[src/hdl/assert_macros.svh]
// ----------------------------------------------------------------------------
// Assertion macros
// Shared concurrent assertion helpers for the rational arithmetic unit.
// ----------------------------------------------------------------------------
`ifndef ASSERT_MACROS_SVH
`define ASSERT_MACROS_SVH
`ifndef SYNTHESIS
// Same-cycle implication, checked at each rising clock edge outside reset.
`define RAU_ASSERT_IMP(label, clk, rst_n, ante, cons) \
    label: assert property (@(posedge clk) disable iff (!(rst_n)) (ante) |-> (cons)) \
        else $error("assertion failed");
// Next-cycle implication.
`define RAU_ASSERT_NXT(label, clk, rst_n, ante, cons) \
    label: assert property (@(posedge clk) disable iff (!(rst_n)) (ante) |=> (cons)) \
        else $error("assertion failed");
`else
`define RAU_ASSERT_IMP(label, clk, rst_n, ante, cons)
`define RAU_ASSERT_NXT(label, clk, rst_n, ante, cons)
`endif
`endif

[src/hdl/rau_pkg.sv]
// ----------------------------------------------------------------------------
// Rational arithmetic unit package
// Command codes, field widths and controller/datapath interface structs.
// ----------------------------------------------------------------------------
`timescale 1ns / 1ps
package rau_pkg;
    localparam int WORD_BITS_DEF = 32;
    localparam int IN_BITS  = 32;
    localparam int DEN_BITS = 31;
    localparam int CMD_BITS = 4;
    localparam int ORD_BITS = 2;

    localparam logic [CMD_BITS-1:0] CMD_RED = 4'd0;
    localparam logic [CMD_BITS-1:0] CMD_ADD = 4'd1;
    localparam logic [CMD_BITS-1:0] CMD_SUB = 4'd2;
    localparam logic [CMD_BITS-1:0] CMD_MUL = 4'd3;
    localparam logic [CMD_BITS-1:0] CMD_DIV = 4'd4;
    localparam logic [CMD_BITS-1:0] CMD_NEG = 4'd5;
    localparam logic [CMD_BITS-1:0] CMD_ABS = 4'd6;
    localparam logic [CMD_BITS-1:0] CMD_INV = 4'd7;
    localparam logic [CMD_BITS-1:0] CMD_CMP = 4'd8;

    localparam logic [ORD_BITS-1:0] ORD_LT = 2'd0;
    localparam logic [ORD_BITS-1:0] ORD_EQ = 2'd1;
    localparam logic [ORD_BITS-1:0] ORD_GT = 2'd2;

    typedef struct packed {
        logic       load;
        logic       mul_en;
        logic [1:0] mul_sel;
        logic       build;
        logic       gcd_two;
        logic       gcd_step;
        logic       div_init;
        logic       div_step;
        logic       emit;
    } t_dp_cmd;

    typedef struct packed {
        logic no_reduce;
        logic both_even;
        logic x_zero;
    } t_dp_stat;
endpackage

[src/hdl/rau_ctrl.sv]
// ----------------------------------------------------------------------------
// Rational arithmetic controller
// Sequences multiply, gcd, divide and result hand-off for one word at a time.
// ----------------------------------------------------------------------------
`timescale 1ns / 1ps
`include "assert_macros.svh"
module rau_ctrl import rau_pkg::*; #(
    parameter int W = WORD_BITS_DEF
) (
    input  logic     i_clk,
    input  logic     i_rst_n,
    input  logic     i_req_valid,
    output logic     o_req_ready,
    output logic     o_rsp_valid,
    input  logic     i_rsp_ready,
    input  t_dp_stat i_stat,
    output t_dp_cmd  o_cmd
);
    localparam int CW = $clog2(2 * W);
    localparam logic [CW-1:0] DIV_LAST = CW'(2 * W - 1);
    localparam logic [CW-1:0] MUL_LAST = CW'(2);

    localparam logic [2:0] ST_IDLE  = 3'd0;
    localparam logic [2:0] ST_MUL   = 3'd1;
    localparam logic [2:0] ST_BUILD = 3'd2;
    localparam logic [2:0] ST_GTWO  = 3'd3;
    localparam logic [2:0] ST_GRUN  = 3'd4;
    localparam logic [2:0] ST_DIV   = 3'd5;
    localparam logic [2:0] ST_EMIT  = 3'd6;

    logic [2:0]    r_state, n_state;
    logic [CW-1:0] r_cnt, n_cnt;
    logic          r_out_valid, n_out_valid;

    always_comb begin
        n_state     = r_state;
        n_cnt       = r_cnt;
        o_cmd       = '0;
        o_req_ready = 1'b0;
        n_out_valid = r_out_valid && !i_rsp_ready;
        case (r_state)
            ST_IDLE: begin
                o_req_ready = 1'b1;
                if (i_req_valid) begin
                    o_cmd.load = 1'b1;
                    n_cnt      = '0;
                    n_state    = ST_MUL;
                end
            end
            ST_MUL: begin
                o_cmd.mul_en  = 1'b1;
                o_cmd.mul_sel = r_cnt[1:0];
                if (r_cnt == MUL_LAST) begin
                    n_state = ST_BUILD;
                end else begin
                    n_cnt = r_cnt + 1'b1;
                end
            end
            ST_BUILD: begin
                o_cmd.build = 1'b1;
                n_state = i_stat.no_reduce ? ST_EMIT : ST_GTWO;
            end
            ST_GTWO: begin
                if (i_stat.both_even) begin
                    o_cmd.gcd_two = 1'b1;
                end else begin
                    n_state = ST_GRUN;
                end
            end
            ST_GRUN: begin
                if (i_stat.x_zero) begin
                    o_cmd.div_init = 1'b1;
                    n_cnt   = '0;
                    n_state = ST_DIV;
                end else begin
                    o_cmd.gcd_step = 1'b1;
                end
            end
            ST_DIV: begin
                o_cmd.div_step = 1'b1;
                if (r_cnt == DIV_LAST) begin
                    n_state = ST_EMIT;
                end else begin
                    n_cnt = r_cnt + 1'b1;
                end
            end
            ST_EMIT: begin
                if (!r_out_valid || i_rsp_ready) begin
                    o_cmd.emit  = 1'b1;
                    n_out_valid = 1'b1;
                    n_state     = ST_IDLE;
                end
            end
            default: n_state = ST_IDLE;
        endcase
    end

    always_ff @(posedge i_clk) begin
        if (!i_rst_n) begin
            r_state     <= ST_IDLE;
            r_cnt       <= '0;
            r_out_valid <= 1'b0;
        end else begin
            r_state     <= n_state;
            r_cnt       <= n_cnt;
            r_out_valid <= n_out_valid;
        end
    end

    assign o_rsp_valid = r_out_valid;

    `RAU_ASSERT_NXT(a_accept_to_mul, i_clk, i_rst_n, i_req_valid && o_req_ready, r_state == ST_MUL)
    `RAU_ASSERT_IMP(a_emit_free, i_clk, i_rst_n, o_cmd.emit, !r_out_valid || i_rsp_ready)
    `RAU_ASSERT_NXT(a_gcd_to_div, i_clk, i_rst_n, r_state == ST_GRUN && i_stat.x_zero, r_state == ST_DIV && r_cnt == '0)
    `RAU_ASSERT_NXT(a_div_done, i_clk, i_rst_n, r_state == ST_DIV && r_cnt == DIV_LAST, r_state == ST_EMIT)
endmodule
[config.mk]
export PLATFORM = sky130hd
export DESIGN_NAME = rau_ctrl
export DESIGN_NICKNAME = d
export VERILOG_FILES = /design/src/hdl/rau_pkg.sv /design/src/hdl/rau_ctrl.sv
export VERILOG_INCLUDE_DIRS = /design/src /design/src/hdl
export SDC_FILE = /design/constraint.sdc
export NUM_CORES = 1
export LEC_CHECK = 0
export BUFFER_PORTS_ARGS = -buffer_cell sky130_fd_sc_hd__buf_2
export CORE_ASPECT_RATIO = 1.4
export CORE_MARGIN = 2
export CORE_UTILIZATION = 30
export DETAILED_ROUTE_END_ITERATION = 12
export PLACE_DENSITY = 0.62
export SYNTH_ARGS = -nofsm -noshare
export SYNTH_HDL_FRONTEND = slang
export SYNTH_SLANG_ARGS = --single-unit
export TNS_END_PERCENT = 30
[constraint.sdc]
create_clock -name i_clk -period 1.5 [get_ports i_clk]
set_clock_uncertainty 0.1 [all_clocks]
set_input_delay 0.3 -clock i_clk [delete_from_list [all_inputs] [get_ports i_clk]]
set_output_delay 0.3 -clock i_clk [all_outputs]
set_load 0.02 [all_outputs]
==> key figures <==
Setup path
  – Cell type of the slowest stage on the worst timing path: sky130_fd_sc_hd__or4b_4
  – Startpoint class of the critical path: register
  – Worst-path cell chain: inv_2, ha_4, or4b_4, o22a_4, a21oi_2, a21oi_1
  – Crit path max fanout: 4
  – Kind of critical path: reg -> reg
  – R2R setup slack: -0.20 ns
  – Worst r2r src: r_cnt[0]$_SDFFE_PN0P_
  – Kind of capture point of the worst setup path: register
  – Number of cells on the worst reg-to-reg path: 6
  – Endpoint of the worst register-to-register path: r_state[0]$_SDFFE_PN0P_
  – Launching instance or port of the critical path: r_cnt[0]$_SDFFE_PN0P_
  – Critical path required time: 1.55 ns
  – Worst path max stage delay: 0.48 ns
  – Data arrival time of the worst path: 1.75 ns

STA
  – Min cycle time layout: 1.70 ns
  – Worst Max-Slew Pin Slew: 0.346 ns
  – Final count of pins violating max slew: 0
  – Number of hold violations in the final report: 0
  – Share of the clock period used by the worst path after layout: 113%
  – RSZ-0062 raised after global routing: yes
  – Highest Clock Rate: 588 MHz
  – Rel. slew slack: 76.9%
  – Worst-case setup margin in the final layout: -0.201 ns
  – Final setup violation count: 20
  – Hold slack: 0.281 ns

Final layout
  – Area growth syn-to-layout: 76.3%
  – Multi-input gate area in the final layout: 574 um2
  – Leading cell type in the layout, fill and taps excluded: sky130_fd_sc_hd__buf_4
  – Number of fill cells in the layout: 171
  – Final core occ: 56.6%
  – Area taken by flip-flops and latches: 216 um2
  – Count of antenna diodes in the layout: 0
  – Net count, final: 140
  – Commonest non-fill, non-tap cells in the layout: sky130_fd_sc_hd__buf_4, sky130_fd_sc_hd__buf_6, sky130_fd_sc_hd__buf_2
  – Layout cell share with drive strength beyond 1: 62.3%

Route
  – Number of optimization iterations in the first detailed-route pass: 4
  – Via Count: 837
  – Final ANT Viol Nets: 0
  – Post-detailed-route DRC marker count: 0
  – Detailed Route Iter0 Violations: 28
  – Drt via density: 5.51
  – Routed WL: 2270 um
  – Drt wl/cell: 14.9 um

Place
  – Weighted congestion at the end of routability-driven global placement: 0.887
  – Post-detail-place hpwl: 1570 um
  – Number of port buffers: 18

Floorplanning
  – Effective utilization at floorplan: 32.1%
  – Die Y: 61.1 um
  – Die width: 44.8 um
  – Site row count: 20
  – Die Footprint: 2730 um2
  – Core area: 2180 um2
  – Number of top-level pins: 19

Global routing
  – Global-route usage over all layers: 19.4%
  – Antenna violations before repair: 0
  – Pin count of the biggest net entering global routing: 8
  – Vias in the first global route: 880
  – Final global-route overflow total: 0
  – Global-route wire length before repair: 3950 um

Synth
  – Cell types occupying the most area after synthesis: sky130_fd_sc_hd__dfxtp_1, sky130_fd_sc_hd__a21oi_1, sky130_fd_sc_hd__o311ai_0, sky130_fd_sc_hd__ha_1, sky130_fd_sc_hd__nor2_1
  – Net count of the mapped netlist: 94
  – Number of instances in the synthesized netlist: 85
  – Mean cell area of the mapped netlist: 8.21 um2
  – Total number of yosys warnings: 0
  – Biggest area consumer among synthesized cells: sky130_fd_sc_hd__dfxtp_1
  – Fraction of synthesized cell area taken by the top area cell type: 28.7%
  – Flip-flop and latch count after synthesis: 10
  – Synth cell types: 38
  – Post-synthesis sequential area ratio: 28.7%
  – Synthesized cell area: 698 um2

Clock network
  – Source-to-sink clock delay at the later pin of the worst-skew pair: 0.27 ns
  – Clock tree from TritonCTS: yes
  – Clock Root Buffer: sky130_fd_sc_hd__clkbuf_4
  – Maximum level of the CTS H-tree: 1
  – CTS clock-pin slew for the worst setup and hold paths: 0.07 ns
  – Sinks on the clock net: 10
  – Number of buffers on the longest clock path: 2
  – CTS Buf Count: 3

Run
  – Max-capacitance violation count: 0

Power and ir drop
  – Switching share of power: 30.9%
  – Power per cell area: 650 nW/um2
  – Peak VDD IR: 0.456 mV
  – Internal power summed over all cells: 553 uW
  – Switching power of the nets: 248 uW
  – Part of the total power dissipated in sequential elements: 36.4%
  – Part of the power in combinational logic: 32.6%
  – Part of the total power dissipated in the clock network: 31.1%
  – Leakage dissipation: 0.000530 uW

Run status
  – Run status: finished with violations
  – Violated checks: setup timing

Hold path
  – Class of the most critical hold timing path: in -> reg
  – Endpoint of the worst hold-timing path: o_rsp_valid$_SDFF_PN0_
  – Hold Path Origin: i_rsp_ready
  – Hold path cells: 4
-- kinds of logic (layout without fill, tap and decap cells) --
| group | after synthesis | in the layout | share of synthesized area, % |
|---|---|---|---|
| AOI/OAI and AO/OA | 26 | 26 | 29.8 |
| adders and majority gates | 2 | 2 | 3.58 |
| buffers and inverters | 9 | 54 | 6.09 |
| DFF | 10 | 10 | 28.7 |
| muxes | 2 | 2 | 2.87 |
| and+or+nand+nor | 36 | 36 | 29.0 |
-- routing by layer --
layer  vias to the layer above  global-route usage (%)  share of wire (%)  wire [um]
li1                        413                       -                  -          -
met1                       400                    21.2                 39        876
met2                        20                    36.6                 57       1290
met3                         4                    2.93                2.6         59
met4                         0                    7.98                1.8         42
met5                         -                       0                  0          0
-- critical path: cells and delay by family, from the launching register on --
kind | cells | cell delay (ns)
AOI/OAI and AO/OA | 3 | 0.49
and+or+nand+nor | 1 | 0.48
DFF | 1 | 0.34
adders and majority gates | 1 | 0.11
buffers and inverters | 1 | 0.07
-- worst max-delay path by stage --
stage                               to  cells past startpoint
6_report       r_state[0]$_SDFFE_PN0P_                      6
5_1_grt                       o_cmd[0]                      5
4_1_cts          r_cnt[0]$_SDFFE_PN0P_                      6
3_5_place_dp   r_state[1]$_SDFFE_PN0P_                      6
3_3_place_gp   r_state[1]$_SDFFE_PN0P_                      6
2_1_floorplan  r_state[0]$_SDFFE_PN0P_                      6
-- power by group through the flow --
stage | clock (uW) | combinational [uW] | sequential (uW)
after CTS | 248 | 247 | 291
final | 249 | 261 | 291
after floorplan | 0 | 106 | 291
after detailed placement | 0 | 206 | 297
after global placement | 0 | 200 | 297
after global routing | 264 | 282 | 293
-- flip-flops by register name, indices dropped and copies added (netlist names) --
name         cells
r_state          3
r_cnt            6
o_rsp_valid      1
-- area by class of cell --
class	instances	share of cell area, %
Multi-Input combinational cell	66	46.6
Timing Repair Buffer	45	29.1
Inverter	5	1.52
Tap cell	22	2.24
Sequential cell	10	17.6
Clock buffer	4	2.95
-- cell usage after synthesis, drive strengths merged --
library cell / number
nand3: 4
nor4b: 1
a21oi: 8
ha: 2
a31o: 1
a211oi: 1
nor3b: 1
nor2b: 3
inv: 5
nor4: 1
a311oi: 1
dfxtp: 10
mux2i: 2
a41o: 1
nor3: 4
or3: 1
o31ai: 3
and3: 1
clkbuf: 2
and4b: 1
a22oi: 1
nor2: 6
o22a: 1
or4b: 1
and2: 3
or2: 1
o22ai: 1
o31a: 1
nand2b: 2
a31oi: 1
o21ai: 2
a21o: 1
buf: 2
nand2: 5
o311ai: 3
nand4: 1
-- per-stage QoR --
stage	setup TNS, ns	area (um2)	setup WS [ns]	power (uW)	std cells
final	-2.26	1230	-0.201	801	152
after floorplan	-1.33	733	-0.136	397	85
after global placement	-1.17	1020	-0.179	497	147
after detailed placement	-1.58	1020	-0.221	503	147
after CTS	-2.18	1190	-0.212	787	152
after global routing	-3.62	1230	-0.271	838	152
-- repair_timing --
| action | CTS | global route |
|---|---|---|
| setup endpoints to repair | 20 | 20 |
| gates resized for setup | 39 | 8 |
| hold buffers | 0 | 0 |
| pin swaps | 10 | 5 |
| setup buffers | 1 | 0 |
| cloned | 0 | 0 |
No activity file was read; power rests on OpenSTA's default activity.
